File: config.mk
export PLATFORM = sky130hd
export DESIGN_NAME = scan_window_roi_tracker
export DESIGN_NICKNAME = d
export VERILOG_FILES = /design/src/hw/rtl/swrt_pkg.sv /design/src/hw/rtl/scan_window_roi_tracker.sv
export SDC_FILE = /design/constraint.sdc
export NUM_CORES = 1
export LEC_CHECK = 0
export BUFFER_PORTS_ARGS = -buffer_cell sky130_fd_sc_hd__buf_4
export CORE_MARGIN = 10
export CORE_UTILIZATION = 54
export CTS_BUF_LIST = sky130_fd_sc_hd__clkbuf_2
export CTS_CLUSTER_SIZE = 28
export DETAILED_ROUTE_END_ITERATION = 8
export MAX_ROUTING_LAYER = met4
export PLACE_DENSITY = 0.83
export REMOVE_ABC_BUFFERS = 1
export SLEW_MARGIN = 20
export SYNTH_ARGS = -nofsm -noshare
export SYNTH_HDL_FRONTEND = slang
export SYNTH_SLANG_ARGS = --single-unit
File: constraint.sdc
create_clock -name clk -period 19.71 [get_ports clk]
set_clock_uncertainty 0.2 [all_clocks]
set_input_delay 1.971 -clock clk [delete_from_list [all_inputs] [get_ports clk]]
set_output_delay 1.971 -clock clk [all_outputs]
set_load 0.01 [all_outputs]
File: src/hw/rtl/swrt_pkg.sv
package swrt_pkg;

	// configuration register indexes (byte address = 4 * index)
	typedef enum logic [2:0] {
		REG_ROW_PAD           = 3'd0,
		REG_ROW_HYST          = 3'd1,
		REG_MIN_HEIGHT        = 3'd2,
		REG_SIDE_MARGIN       = 3'd3,
		REG_COL_HYST          = 3'd4,
		REG_MIN_WIDTH         = 3'd5,
		REG_GAIN_HOLD_FRAMES  = 3'd6,
		REG_RESET_HOLD_FRAMES = 3'd7
	} cfg_reg_t;

	localparam logic [9:0]  ROW_PAD_RST           = 10'd100;
	localparam logic [9:0]  ROW_HYST_RST          = 10'd40;
	localparam logic [11:0] MIN_HEIGHT_RST        = 12'd500;
	localparam logic [9:0]  SIDE_MARGIN_RST       = 10'd200;
	localparam logic [9:0]  COL_HYST_RST          = 10'd40;
	localparam logic [12:0] MIN_WIDTH_RST         = 13'd1200;
	localparam logic [7:0]  GAIN_HOLD_FRAMES_RST  = 8'd100;
	localparam logic [7:0]  RESET_HOLD_FRAMES_RST = 8'd25;

	localparam logic [12:0] SAT13_MAX = 13'h1FFF;
	localparam logic [7:0]  CNT_MAX   = 8'hFF;

endpackage

File: src/hw/rtl/scan_window_roi_tracker.sv
// Path: each summary passes through the input register, then the result register.
// Throughput: one summary per cycle while out_ready keeps the result register free;
// request and counter state update at the edge the result register loads. A held result
// stalls the input only when the input register is full.
// Reset (arst_n low, asynchronous): both registers empty, no pending requests, frame counter 0,
// configuration registers at their documented defaults.
module scan_window_roi_tracker #(
	parameter int FULL_ROWS = 4096
) (
	input  logic        clk,
	input  logic        arst_n,
	// frame summary channel
	input  logic        in_valid,
	output logic        in_ready,
	input  logic        parse_ok,
	input  logic        history_ready,
	input  logic [11:0] joint_top,
	input  logic [11:0] joint_bottom,
	input  logic [11:0] cur_row_offset,
	input  logic [12:0] cur_rows,
	input  logic        edges_ok,
	input  logic signed [13:0] left_edge_col,
	input  logic signed [13:0] right_edge_col,
	input  logic [12:0] cur_col_offset,
	input  logic [12:0] cur_cols,
	input  logic        gain_hint,
	// result channel
	output logic        out_valid,
	input  logic        out_ready,
	output logic        set_rows,
	output logic [11:0] new_row_offset,
	output logic [12:0] new_rows,
	output logic        set_cols,
	output logic [12:0] new_col_offset,
	output logic [12:0] new_cols,
	output logic        gain_pulse,
	output logic        reset_pulse,
	// configuration port
	input  logic        psel,
	input  logic        penable,
	input  logic        pwrite,
	input  logic [4:0]  paddr,
	input  logic [31:0] pwdata,
	output logic [31:0] prdata,
	output logic        pready
);
	import swrt_pkg::*;

	localparam logic [12:0] FULL_ROWS_H = 13'(FULL_ROWS);

	// configuration
	logic [9:0]  row_pad_q, row_hyst_q, side_margin_q, col_hyst_q;
	logic [11:0] min_height_q;
	logic [12:0] min_width_q;
	logic [7:0]  gain_hold_frames_q, reset_hold_frames_q;
	logic        cfg_wr;
	cfg_reg_t    cfg_sel;

	assign pready  = 1'b1;
	assign cfg_wr  = psel && penable && pwrite && pready;
	assign cfg_sel = cfg_reg_t'(paddr[4:2]);

	always_ff @(posedge clk or negedge arst_n) begin
		if (!arst_n) begin
			row_pad_q           <= ROW_PAD_RST;
			row_hyst_q          <= ROW_HYST_RST;
			min_height_q        <= MIN_HEIGHT_RST;
			side_margin_q       <= SIDE_MARGIN_RST;
			col_hyst_q          <= COL_HYST_RST;
			min_width_q         <= MIN_WIDTH_RST;
			gain_hold_frames_q  <= GAIN_HOLD_FRAMES_RST;
			reset_hold_frames_q <= RESET_HOLD_FRAMES_RST;
		end else if (cfg_wr) begin
			case (cfg_sel)
				REG_ROW_PAD:           row_pad_q           <= pwdata[9:0];
				REG_ROW_HYST:          row_hyst_q          <= pwdata[9:0];
				REG_MIN_HEIGHT:        min_height_q        <= pwdata[11:0];
				REG_SIDE_MARGIN:       side_margin_q       <= pwdata[9:0];
				REG_COL_HYST:          col_hyst_q          <= pwdata[9:0];
				REG_MIN_WIDTH:         min_width_q         <= pwdata[12:0];
				REG_GAIN_HOLD_FRAMES:  gain_hold_frames_q  <= pwdata[7:0];
				REG_RESET_HOLD_FRAMES: reset_hold_frames_q <= pwdata[7:0];
				default: ;
			endcase
		end
	end

	always_comb begin
		case (cfg_sel)
			REG_ROW_PAD:           prdata = 32'(row_pad_q);
			REG_ROW_HYST:          prdata = 32'(row_hyst_q);
			REG_MIN_HEIGHT:        prdata = 32'(min_height_q);
			REG_SIDE_MARGIN:       prdata = 32'(side_margin_q);
			REG_COL_HYST:          prdata = 32'(col_hyst_q);
			REG_MIN_WIDTH:         prdata = 32'(min_width_q);
			REG_GAIN_HOLD_FRAMES:  prdata = 32'(gain_hold_frames_q);
			REG_RESET_HOLD_FRAMES: prdata = 32'(reset_hold_frames_q);
			default:               prdata = '0;
		endcase
	end

	// input register
	logic        valid_s1;
	logic        parse_ok_s1, history_ready_s1, edges_ok_s1, gain_hint_s1;
	logic [11:0] top_s1, bottom_s1, row_off_s1;
	logic [12:0] rows_s1, col_off_s1, cols_s1;
	logic signed [13:0] lcol_s1, rcol_s1;
	logic        advance;

	assign advance  = valid_s1 && (!out_valid || out_ready);
	assign in_ready = !valid_s1 || advance;

	always_ff @(posedge clk or negedge arst_n) begin
		if (!arst_n) begin
			valid_s1 <= 1'b0;
		end else if (in_ready) begin
			valid_s1 <= in_valid;
		end
	end

	always_ff @(posedge clk) begin
		if (in_valid && in_ready) begin
			parse_ok_s1      <= parse_ok;
			history_ready_s1 <= history_ready;
			top_s1           <= joint_top;
			bottom_s1        <= joint_bottom;
			row_off_s1       <= cur_row_offset;
			rows_s1          <= cur_rows;
			edges_ok_s1      <= edges_ok;
			lcol_s1          <= left_edge_col;
			rcol_s1          <= right_edge_col;
			col_off_s1       <= cur_col_offset;
			cols_s1          <= cur_cols;
			gain_hint_s1     <= gain_hint;
		end
	end

	// tracker state
	logic        row_pend_q, col_pend_q;
	logic [11:0] row_off_q;
	logic [12:0] row_h_q, col_off_q, col_w_q;
	logic [7:0]  cnt_q;

	// vertical window
	logic signed [14:0] top_x, bot_x, wm_x, mm_x, mh_x, off_x, h_x;
	logic signed [14:0] dtop, dbot, nh0;
	logic [14:0] short_by, adj;
	logic [11:0] noff0, noff1;
	logic [12:0] nh1;
	logic        row_free, covered, moved, row_change, row_fire;

	always_comb begin
		top_x = $signed(15'(top_s1));
		bot_x = $signed(15'(bottom_s1));
		wm_x  = $signed(15'(row_pad_q));
		mm_x  = $signed(15'(row_hyst_q));
		mh_x  = $signed(15'(min_height_q));
		off_x = $signed(15'(row_off_s1));
		h_x   = $signed(15'(rows_s1));

		row_free = !row_pend_q || (row_off_q == row_off_s1 && row_h_q == rows_s1);
		covered  = (h_x == mh_x) && (bot_x - top_x + (wm_x <<< 1) <= mh_x)
			&& (off_x + wm_x <= top_x) && (bot_x + wm_x <= off_x + h_x);
		dtop  = top_x - wm_x - off_x;
		dbot  = bot_x + wm_x - off_x - h_x;
		moved = (dtop > mm_x) || (dtop < -mm_x) || (dbot > mm_x) || (dbot < -mm_x);

		noff0 = (top_s1 > 12'(row_pad_q)) ? top_s1 - 12'(row_pad_q) : '0;
		nh0   = bot_x - $signed(15'(noff0)) + wm_x;
		// short window: grow to min_height, half of the growth above
		short_by = 15'(mh_x - nh0);
		adj      = short_by >> 1;
		if (nh0 < mh_x) begin
			noff1 = (15'(noff0) > adj) ? noff0 - adj[11:0] : '0;
			nh1   = 13'(min_height_q);
		end else begin
			noff1 = noff0;
			nh1   = nh0[12:0];
		end
		row_change = (noff1 != row_off_s1) || (nh1 != rows_s1);
		row_fire   = parse_ok_s1 && row_free && !covered && moved && row_change;
	end

	// horizontal window
	logic signed [15:0] l_x, r_x, lo, hi, sm_x, left0, left, right, w0, w1, minw_x, cw_x, co_x;
	logic signed [15:0] dw, doff, smm_x;
	logic [12:0] nw, ncoff;
	logic        col_free, col_moved, col_fire;

	always_comb begin
		l_x    = {{2{lcol_s1[13]}}, lcol_s1};
		r_x    = {{2{rcol_s1[13]}}, rcol_s1};
		lo     = (l_x < r_x) ? l_x : r_x;
		hi     = (l_x < r_x) ? r_x : l_x;
		sm_x   = $signed(16'(side_margin_q));
		smm_x  = $signed(16'(col_hyst_q));
		minw_x = $signed(16'(min_width_q));
		cw_x   = $signed(16'(cols_s1));
		co_x   = $signed(16'(col_off_s1));
		left0  = lo - sm_x;
		left   = (left0 < 0) ? '0 : left0;
		right  = hi + sm_x;
		w0     = right - left;
		w1     = (w0 < minw_x) ? minw_x : w0;
		nw     = (w1 > $signed(16'(SAT13_MAX))) ? SAT13_MAX : w1[12:0];
		ncoff  = left[12:0];
		col_free  = !col_pend_q || (col_off_q == col_off_s1 && col_w_q == cols_s1);
		dw        = cw_x - $signed(16'(nw));
		doff      = co_x - $signed(16'(ncoff));
		col_moved = (dw > smm_x) || (dw < -smm_x) || (doff > smm_x) || (doff < -smm_x);
		col_fire  = parse_ok_s1 && edges_ok_s1 && col_free && col_moved;
	end

	// frame counter, gain and reset pulses
	logic [7:0] cnt_inc;
	logic       gain_fire, reset_fire;

	assign cnt_inc    = (cnt_q == CNT_MAX) ? CNT_MAX : cnt_q + 8'd1;
	assign gain_fire  = parse_ok_s1 && gain_hint_s1 && (cnt_inc > gain_hold_frames_q);
	assign reset_fire = !parse_ok_s1 && !history_ready_s1 && !row_pend_q
		&& (row_off_s1 != '0) && (cnt_q > reset_hold_frames_q);

	always_ff @(posedge clk or negedge arst_n) begin
		if (!arst_n) begin
			row_pend_q <= 1'b0;
			row_off_q  <= '0;
			row_h_q    <= '0;
			col_pend_q <= 1'b0;
			col_off_q  <= '0;
			col_w_q    <= '0;
			cnt_q      <= '0;
		end else if (advance) begin
			if (parse_ok_s1) begin
				if (row_free) begin
					if (!covered && moved) begin
						if (row_change) begin
							row_pend_q <= 1'b1;
							row_off_q  <= noff1;
							row_h_q    <= nh1;
						end
					end else begin
						row_pend_q <= 1'b0;
					end
				end
				if (edges_ok_s1 && col_free) begin
					col_pend_q <= col_moved;
					if (col_moved) begin
						col_off_q <= ncoff;
						col_w_q   <= nw;
					end
				end
				cnt_q <= gain_fire ? '0 : cnt_inc;
			end else if (reset_fire) begin
				row_pend_q <= 1'b1;
				row_off_q  <= '0;
				row_h_q    <= FULL_ROWS_H;
			end
		end
	end

	// result register
	always_ff @(posedge clk or negedge arst_n) begin
		if (!arst_n) begin
			out_valid <= 1'b0;
		end else if (!out_valid || out_ready) begin
			out_valid <= valid_s1;
		end
	end

	always_ff @(posedge clk) begin
		if (advance) begin
			set_rows       <= row_fire;
			new_row_offset <= row_fire ? noff1 : '0;
			new_rows       <= row_fire ? nh1 : '0;
			set_cols       <= col_fire;
			new_col_offset <= col_fire ? ncoff : '0;
			new_cols       <= col_fire ? nw : '0;
			gain_pulse     <= gain_fire;
			reset_pulse    <= reset_fire;
		end
	end

	// a reset request only comes from a failed frame, so it never shares a result with
	// a window request or a gain pulse
	a_reset_alone: assert property (@(posedge clk) disable iff (!arst_n)
		out_valid && reset_pulse |-> !set_rows && !set_cols && !gain_pulse)
		else $error("reset pulse together with another request");

	a_idle_rows_zero: assert property (@(posedge clk) disable iff (!arst_n)
		out_valid && !set_rows |-> new_rows == '0 && new_row_offset == '0)
		else $error("row fields nonzero without set_rows");

	a_reset_pends: assert property (@(posedge clk) disable iff (!arst_n)
		advance && reset_fire |=> row_pend_q && row_off_q == '0 && row_h_q == FULL_ROWS_H)
		else $error("reset did not lock the default vertical window");

	a_gain_clears: assert property (@(posedge clk) disable iff (!arst_n)
		advance && gain_fire |=> cnt_q == '0)
		else $error("frame counter not cleared after gain pulse");

	a_set_rows_pends: assert property (@(posedge clk) disable iff (!arst_n)
		advance && row_fire |=> row_pend_q && row_off_q == new_row_offset && row_h_q == new_rows)
		else $error("vertical request not held pending");

endmodule

==> out/qor.csv, run 1 <==
stage,metric,value,unit
clocking,clkTransAtPathRegs,0.11,ns
run,cap_viol_max_count,0,
synthesis,yosysSeqAreaShare,30.9,%
synthesis,ys_ff_latch,306,
floorplanning,row_count,82,
synthesis,synth.most_common_cell,ha_1,
placed_design,io_buffers,199,
cells_and_area,nFillCells,4342,
cells_and_area,area_growth,10.4,%
timing,tightest_slew,1.17,ns
synthesis,synth_top_area_share,17.7,%
floorplanning,pin_count,241,
floorplanning,die_w,246,µm
grt,grt_pass1_vias,23400,
timing,drv_slew,0,
critical_path,r2r-start,lcol_s1[1],
critical_path,worstPathRequired,20.51,ns
run_status,outcome,"finished, final reports clean",
grt,grt_pass1_wl,132,mm
critical_path,r2r_setup_slack,2.74,ns
drt,vias,24200,
grt,grt_max_degree,77,
drt,drt-total-wl,86.3,mm
drt,dr.pass1.iters,6,
critical_path,critPathArrivalTime,17.77,ns
synthesis,synth_cells,3054,
drt,drt_iter0_drc,2342,
synthesis,yosys_warnings,0,
timing,setup-violations-final,0,
cells_and_area,nets,3837,
critical_path,path_buf_inv,4,
critical_path,reg2regPathDepth,66,
critical_path,worst-path-stages,66,
timing,hold_viol_final,0,
clocking,tritoncts,yes,
drt,routedWlPerCell,21.5,µm
timing,finalCriticalPeriod,16.97,ns
critical_path,crit_family,compound AO/OA/AOI/OAI gates,
synthesis,yosys_most_used_dff,edfxtp_1,
synthesis,async_flop_share,47.1,%
drt,vias_per_cell,6.01,
timing,clock.fmax,0.0589,GHz
floorplanning,coreArea,50300,µm²
timing,relSlewSlack,21.3,%
critical_path,crit_fanout,46,
critical_path,critPathMaxStageDelay,0.80,ns
synthesis,synthTopCellsByCount,"ha_1, nor2_1, inv_1",
synthesis,synth_area,27600,µm²
clocking,post_cts_buffers,0,
critical_path,timing.rr.end,new_cols[6],
cells_and_area,regArea,8500,µm²
clocking,ctsHoldBuffers,0,
synthesis,syn_avg_cell_area,9.02,µm²
floorplanning,fp.dieArea,60500,µm²
critical_path,critPathCapture,new_cols[6],
synthesis,synth_edf_count,162,
clocking,root_buffer,clkbuf_2,
timing,fin_crit_sh,86.1,%
grt,grt_overflow_total,0,
cells_and_area,multi_input_area,17600,µm²
cells_and_area,drive_above_1_share,13.9,%
grt,grtUsageTotal,28.8,%
critical_path,start_kind,register,
clocking,numCtsBuffers,81,
placed_design,place_hpwl,68.8,mm
critical_path,endpoint_kind,register,
worst_hold_path,min_path_type,register to register,
synthesis,yosys-top-cells-area,"edfxtp_1, ha_1, dfrtp_1",
drt,drtAntennaViolNets,0,
timing,rsz0062_at_grt,no,
floorplanning,initial_core_util,54.8,%
floorplanning,die_h,246,µm
critical_path,setup.worst_path.class,register to register,
placed_design,gp_congestion,1.03,
clocking,cts_resized,0,
clocking,clock_latency,1.22,ns
drt,drc,0,
timing,finalSetupTns,0,ns
synthesis,yosysUniqueCellTypes,103,
critical_path,startpoint,lcol_s1[1],
synthesis,yosysTopAreaCell,edfxtp_1,
critical_path,path_common_cell,a21o_1,
clocking,clock_sinks,306,
clocking,clk_path_buf_depth,3,
clocking,htree_num_levels,3,
grt,grt_antenna_before_repair,3,
critical_path,crit_path_top_delay_cell,nand4b_1,
[layout make-up]
cell class                 count  share of cell area, %
clock buffer                 125                   2.06
antenna                        6                 0.0494
clock inverter                24                  0.477
multi-input combinational   2399                   58.0
sequential                   306                   28.0
timing repair buffer         218                   5.39
tap                          672                   2.76
inverter                     270                   3.33
[kinds of logic (layout without fill, tap and decap cells)]
kind of cell,Yosys count,after routing,share of synthesized area (%)
xor gates and xnor gates,229,229,7.28
and+or+nand+nor,869,869,14.8
buffers and inverters,368,637,5.54
DFF,306,306,30.9
other,2,27,0.0273
adders and majority gates,410,410,19.3
AOI/OAI and AO/OA,814,814,19.9
muxes,56,56,2.24
[metrics by stage]
| step | utilization [%] | setup slack (ns) | std cells | cell area (µm²) | hold WS, ns |
|---|---|---|---|---|---|
| final | 60.5 | 2.74 | 4020 | 30400 | 0.300 |
| after global routing | 60.5 | 1.56 | 4019 | 30400 | 0.308 |
| after CTS | 60.4 | 2.92 | 4014 | 30400 | 0.301 |
| after detailed placement | 58.9 | 2.94 | 3865 | 29600 | 0.275 |
| after global placement | 58.9 | 3.11 | 3865 | 29600 | 0.257 |
| after floorplan | - | 4.10 | 2975 | 27100 | 0.249 |
[cell usage in the layout, fill, tap and decap left out, types with 95 or more instances in the layout]
master / instances
ha_1: 384
edfxtp_1: 162
xnor2_1: 134
buf_4: 217
dfrtp_1: 118
inv_1: 270
nand2_1: 230
clkbuf_2: 125
o21ai_0: 202
xor2_1: 95
a21oi_1: 175
nor2_1: 292
[worst min path at each step]
stage | from | to | slack, ns | cells past startpoint
after floorplan | valid_s1 | out_valid | 0.25 | 1
after global placement | valid_s1 | out_valid | 0.26 | 1
after detailed placement | valid_s1 | out_valid | 0.27 | 1
after CTS | valid_s1 | out_valid | 0.30 | 1
after global routing | valid_s1 | out_valid | 0.31 | 1
final | valid_s1 | out_valid | 0.30 | 1
[routing by layer]
layer	up-vias	global-route usage, %	wire length (µm)
met5	-	-	0
met4	0	16.7	5530
met3	267	5.36	6400
met2	1038	45.3	39900
met1	11400	34.2	34500
li1	11500	-	-
[state kept, by name, indices dropped and copies added, names as in the netlist, 12 cells and up]
register        count
new_col_offset     13
row_h_q            13
row_off_s1         12
cols_s1            13
new_rows           13
col_off_q          13
bottom_s1          12
new_cols           13
top_s1             12
rcol_s1            14
new_row_offset     12
min_width_q        13
min_height_q       12
lcol_s1            14
row_off_q          12
col_w_q            13
rows_s1            13
col_off_s1         13
Power of run 1 is left out: the tool's default activity adds up to more than one toggle a clock period on the data nets, which glitch-free logic cannot reach.
==> run 2: changes to the inputs <==
--- a/config.mk
+++ b/config.mk
@@ -7,12 +7,13 @@
 export LEC_CHECK = 0
 export BUFFER_PORTS_ARGS = -buffer_cell sky130_fd_sc_hd__buf_4
 export CORE_MARGIN = 10
-export CORE_UTILIZATION = 54
+export CORE_UTILIZATION = 47
 export CTS_BUF_LIST = sky130_fd_sc_hd__clkbuf_2
 export CTS_CLUSTER_SIZE = 28
 export DETAILED_ROUTE_END_ITERATION = 8
+export GPL_ROUTABILITY_DRIVEN = 0
 export MAX_ROUTING_LAYER = met4
-export PLACE_DENSITY = 0.83
+export PLACE_DENSITY = 0.75
 export REMOVE_ABC_BUFFERS = 1
 export SLEW_MARGIN = 20
 export SYNTH_ARGS = -nofsm -noshare
==> run 2 against run 1 <==
  * Global-route usage is 3.6 points lower
  * Design area is 0.44% higher
  * Worst setup slack better by 0.19 ns
  * Die area is 14% higher
  * Non-clock buffer count is 2 lower
  * Final cell count is 2.3% higher
  * Sequential share of layout area is 0.12 points lower
  * Count of clock-buffer cells in the layout is 10 lower
  * Register-to-register slack better by 0.19 ns
  * Maximum frequency is 1.1% higher
  * Highest routed layer unchanged
==> out/qor.csv, run 2 (synthesis gave the netlist of run 1 again) <==
stage,metric,value,unit,change
run_status,outcome,"finished, final reports clean",,
worst_hold_path,min_path_type,register to register,,
timing,tightest_slew,1.03,ns,-0.143 ns
cells_and_area,drive_above_1_share,13.8,%,-0.098 points
floorplanning,initial_core_util,47.6,%,-7.2 points
clocking,cts_resized,0,,unchanged
critical_path,crit_fanout,36,,-22%
floorplanning,row_count,88,,+7.3%
clocking,root_buffer,clkbuf_2,,
grt,grt_antenna_before_repair,2,,-1
placed_design,io_buffers,199,,unchanged
critical_path,path_common_cell,a21o_1,,
drt,drtAntennaViolNets,0,,unchanged
cells_and_area,nFillCells,5424,,+25%
placed_design,placed_cell_area,29700,µm²,+0.36%
timing,setup-violations-final,0,,unchanged
clocking,tritoncts,yes,,
drt,drt_iter0_drc,1879,,-20%
grt,grtUsageTotal,25.2,%,-3.6 points
timing,hold_viol_final,0,,unchanged
clocking,ctsHoldBuffers,0,,unchanged
cells_and_area,fin_area,30500,µm²,+0.44%
timing,clock.fmax,0.0596,GHz,+1.1%
drt,drc,0,,unchanged
grt,grt_max_degree,74,,-3.9%
grt,grt_overflow_total,0,,unchanged
timing,relSlewSlack,31.2,%,+9.8 points
cells_and_area,area_growth,10.9,%,
floorplanning,die_h,262,µm,+6.6%
placed_design,place_hpwl,68.1,mm,-0.94%
critical_path,critPathMaxStageDelay,0.78,ns,-0.02 ns
drt,dr.pass1.iters,5,,-1
floorplanning,fp.dieArea,68700,µm²,+14%
drt,vias_per_cell,5.78,,-4.0%
grt,grt_pass1_vias,23200,,-0.77%
clocking,clkTransAtPathRegs,0.11,ns,about the same
timing,rsz0062_at_grt,no,,
cells_and_area,reg_top3,"lcol_s1: 14 flops, rcol_s1: 14 flops",,
placed_design,placed_cells,3956,,+2.4%
cells_and_area,final_cell_mix,"ha_1, nor2_1, inv_1, nand2_1, buf_4",,
critical_path,worstPathRequired,20.38,ns,-0.13 ns
floorplanning,die_w,262,µm,+6.6%
clocking,post_cts_buffers,0,,unchanged
critical_path,setup.worst_path.class,register to register,,
timing,finalSetupTns,0,ns,unchanged
clocking,clock_sinks,306,,unchanged
placed_design,dp_worst_setup_slack,3.03,ns,+0.0806 ns
floorplanning,pin_count,241,,unchanged
critical_path,critPathArrivalTime,17.45,ns,-0.32 ns
cells_and_area,final_common_cell,ha_1,,
floorplanning,coreArea,57900,µm²,+15%
grt,grt_pass1_wl,131,mm,-0.86%
drt,routedWlPerCell,20.8,µm,-3.2%
clocking,numCtsBuffers,82,,+1.2%
critical_path,crit_path_top_delay_cell,a2111oi_0,,
clocking,clock_latency,1.15,ns,-0.07 ns
run,cap_viol_max_count,0,,unchanged
clocking,htree_num_levels,3,,unchanged
timing,layout_setup_ws,2.93,ns,+0.193 ns
cells_and_area,final_cells,4114,,+2.3%
clocking,clk_path_buf_depth,3,,unchanged
timing,fin_crit_sh,85.1,%,-0.98 points
critical_path,start_kind,register,,
drt,vias,23800,,-1.7%
timing,finalCriticalPeriod,16.78,ns,-0.193 ns
cells_and_area,nets,3836,,-0.026%
timing,drv_slew,0,,unchanged
critical_path,endpoint_kind,register,,
drt,drt-total-wl,85.5,mm,-0.97%
==> run 2: changes by cell type in the layout (fill, tap and decap cells not counted), moves of 2 or more <==
cell	delta
buf_4	-2
clkbuf_2	-10
clkinv_1	+6
clkinv_2	+6
clkinv_4	-2
clkinvlp_4	+2
inv_6	+2
inv_8	-2
==> run 2: final cells by class <==
| cell class | instances | area (µm²) | share of cell area (%) |
|---|---|---|---|
| Sequential cell | 306 | 8500 | 27.8 |
| Clock buffer | 115 | 576 | 1.88 |
| Timing Repair Buffer | 216 | 1630 | 5.32 |
| Clock inverter | 38 | 224 | 0.733 |
| Antenna cell | 5 | 12.5 | 0.0410 |
| Multi-Input combinational cell | 2399 | 17600 | 57.7 |
| Inverter | 270 | 1010 | 3.32 |
| Tap cell | 765 | 957 | 3.13 |
==> run 2: critical path: cells and delay by family, from the launching register on <==
kind / cells / cell delay [ns]
flip-flops: 1 / 0.43
AND/OR/NAND/NOR: 13 / 2.51
AO/OA/AOI/OAI: 39 / 9.11
multiplexers: 1 / 0.34
XOR/XNOR: 1 / 0.20
adder cells (fa/ha/maj): 8 / 2.79
buffers and inverters: 4 / 0.98
==> run 2: final timing paths <==
kind                            depth (start not counted)  slack [ns]       start           endpoint
worst max-delay path                                   66        2.93  lcol_s1[1]  new_col_offset[0]
worst min-delay path                                    1        0.29  col_pend_q         col_pend_q
worst max register to register                         66        2.93  lcol_s1[1]  new_col_offset[0]
worst min register to register                          1        0.29  col_pend_q         col_pend_q
max in group asynchronous                               2       17.10      arst_n       row_off_q[0]
min in group asynchronous                               1        0.66      arst_n       row_pad_q[3]
==> run 2: through the flow <==
| stage | hold WS, ns | utilization (%) |
|---|---|---|
| final | 0.289 | 52.7 |
| after global placement | 0.258 | 51.3 |
| after detailed placement | 0.266 | 51.3 |
| after global routing | 0.319 | 52.7 |
| after floorplan | 0.249 | - |
| after CTS | 0.290 | 52.7 |
==> run 2: layer usage <==
metal	GRT usage [%]	share of wire (%)
met5	-	0
met1	30.0	40
met4	13.9	6.2
met2	40.0	46
met3	4.51	7.4
Power of run 2 is left out for the same reason.
==> run 3: changes to the inputs <==
--- a/config.mk
+++ b/config.mk
@@ -6,7 +6,8 @@
 export NUM_CORES = 1
 export LEC_CHECK = 0
 export BUFFER_PORTS_ARGS = -buffer_cell sky130_fd_sc_hd__buf_4
-export CORE_MARGIN = 10
+export CORE_ASPECT_RATIO = 1.5
+export CORE_MARGIN = 2
 export CORE_UTILIZATION = 47
 export CTS_BUF_LIST = sky130_fd_sc_hd__clkbuf_2
 export CTS_CLUSTER_SIZE = 28
==> run 3 against run 2 <==
  * Global-route usage rose by 4.5 points
  * Final cell count barely moved
  * Maximum frequency rose by 1.7%
  * Sequential share of layout area barely moved
  * Flip-flop and latch count did not move
  * Non-clock buffer count rose by 4
  * Highest routed layer unchanged
  * Register-to-register slack improved by 0.29 ns
  * Design area barely moved
  * Critical path type unchanged
==> out/qor.csv, run 3 (synthesis gave the netlist of run 1 again) <==
stage,metric,value,unit,change
critical_path,crit_family,compound AO/OA/AOI/OAI gates,,
clocking,clock_sinks,306,,unchanged
drt,routedWlPerCell,21.4,µm,+2.8%
critical_path,crit_fanout,40,,+11%
floorplanning,coreArea,58000,µm²,about the same
clocking,clkTransAtPathRegs,0.12,ns,about the same
cells_and_area,nets,3836,,unchanged
placed_design,placed_cells,3965,,+0.23%
floorplanning,initial_core_util,47.5,%,about the same
timing,rsz0062_at_grt,no,,
cells_and_area,area_growth,10.9,%,about the same
placed_design,place_hpwl,69.0,mm,+1.4%
grt,grt_overflow_total,0,,unchanged
drt,vias,24100,,+1.4%
floorplanning,die_h,301,µm,+15%
floorplanning,pin_count,241,,unchanged
critical_path,path_buf_inv,5,,+1
clocking,numCtsBuffers,78,,-4.9%
worst_hold_path,hold_path.startpoint,col_pend_q,,
placed_design,placed_cell_area,29800,µm²,+0.12%
run,cap_viol_max_count,0,,unchanged
placed_design,io_buffers,199,,unchanged
clocking,clock_latency,1.15,ns,about the same
timing,drv_slew,0,,unchanged
timing,finalSetupTns,0,ns,unchanged
cells_and_area,final_cell_mix,"ha_1, nor2_1, inv_1, nand2_1, buf_4",,
drt,drtAntennaViolNets,0,,unchanged
worst_hold_path,min_path_type,register to register,,
critical_path,path_common_cell,a21o_1,,
floorplanning,fp.dieArea,60600,µm²,-12%
drt,dr.pass1.iters,7,,+2
critical_path,startpoint,lcol_s1[1],,
cells_and_area,final_cells,4118,,+0.097%
cells_and_area,utilization,52.7,%,-0.059 points
timing,hold_viol_final,0,,unchanged
critical_path,endpoint_kind,register,,
cells_and_area,drive_above_1_share,13.7,%,-0.16 points
floorplanning,row_count,108,,+23%
cells_and_area,fin_area,30500,µm²,about the same
timing,fin_crit_sh,83.7,%,-1.5 points
clocking,cts_resized,0,,unchanged
timing,relSlewSlack,25.6,%,-5.5 points
timing,finalCriticalPeriod,16.49,ns,-0.287 ns
drt,drc,0,,unchanged
clocking,clk_path_buf_depth,3,,unchanged
floorplanning,die_w,202,µm,-23%
grt,grtUsageTotal,29.7,%,+4.5 points
critical_path,worstPathRequired,20.50,ns,+0.12 ns
critical_path,setup.worst_path.class,register to register,,
critical_path,critPathMaxStageDelay,0.82,ns,+0.04 ns
grt,grt_pass1_wl,133,mm,+1.8%
clocking,htree_num_levels,3,,unchanged
clocking,ctsHoldBuffers,0,,unchanged
critical_path,crit_path_top_delay_cell,a211oi_1,,
timing,tightest_slew,1.11,ns,+0.0830 ns
drt,vias_per_cell,5.85,,+1.3%
cells_and_area,reg_top3,"lcol_s1: 14 flops, rcol_s1: 14 flops",,
grt,grt_pass1_vias,23800,,+2.6%
critical_path,critPathArrivalTime,17.28,ns,-0.17 ns
clocking,post_cts_buffers,0,,unchanged
cells_and_area,final_common_cell,ha_1,,
timing,clock.fmax,0.0606,GHz,+1.7%
drt,drt_iter0_drc,1569,,-16%
drt,drt-total-wl,87.9,mm,+2.9%
clocking,tritoncts,yes,,
timing,setup-violations-final,0,,unchanged
critical_path,start_kind,register,,
grt,grt_antenna_before_repair,4,,+2
critical_path,r2r-start,lcol_s1[1],,
clocking,root_buffer,clkbuf_2,,
grt,grt_max_degree,89,,+20%
run_status,outcome,"finished, final reports clean",,
-- run 3: worst reg2reg max path, delay by kind of cell, from the launching register on --
| kind | cells | cell delay [ns] |
|---|---|---|
| multiplexers | 2 | 0.75 |
| flip-flops | 1 | 0.43 |
| adder cells (fa/ha/maj) | 8 | 3.38 |
| buffers and inverters | 5 | 0.94 |
| AND/OR/NAND/NOR | 11 | 2.26 |
| AO/OA/AOI/OAI | 38 | 8.24 |
| XOR/XNOR | 1 | 0.21 |
-- run 3: through the flow --
step           hold WS [ns]  setup WS [ns]
6_report              0.300           3.22
3_3_place_gp          0.261           3.60
3_5_place_dp          0.270           3.35
5_1_grt               0.316           1.80
2_1_floorplan         0.249           4.10
4_1_cts               0.297           3.23
-- run 3: final timing paths --
path,endpoint,slack [ns],depth (start not counted)
min in group asynchronous,row_hyst_q[0],0.74,1
worst min register to register,col_pend_q,0.30,1
worst max register to register,col_off_q[8],3.22,65
worst min-delay path,col_pend_q,0.30,1
max in group asynchronous,out_valid,17.15,2
worst max-delay path,col_off_q[8],3.22,65
-- run 3: cell type report --
class                           instances  area [µm²]
Clock inverter                         27         165
Inverter                              270        1010
Clock buffer                          117         586
Fill cell                            5395       27400
Multi-Input combinational cell       2399       17600
Sequential cell                       306        8500
Tap cell                              770         963
Antenna cell                            9        22.5
Timing Repair Buffer                  220        1660
-- run 3: layer usage --
metal  GRT usage (%)  routed length, µm  part of all wire [%]  vias to the layer above
met5               -                  0                     0                        -
li1                -                  -                     -                    11400
met1            30.3              30500                    35                    11300
met4            24.3               8230                   9.4                        0
met3            4.98               6230                   7.1                      385
met2            50.3              43000                    49                     1012
Power of run 3 is left out for the same reason.
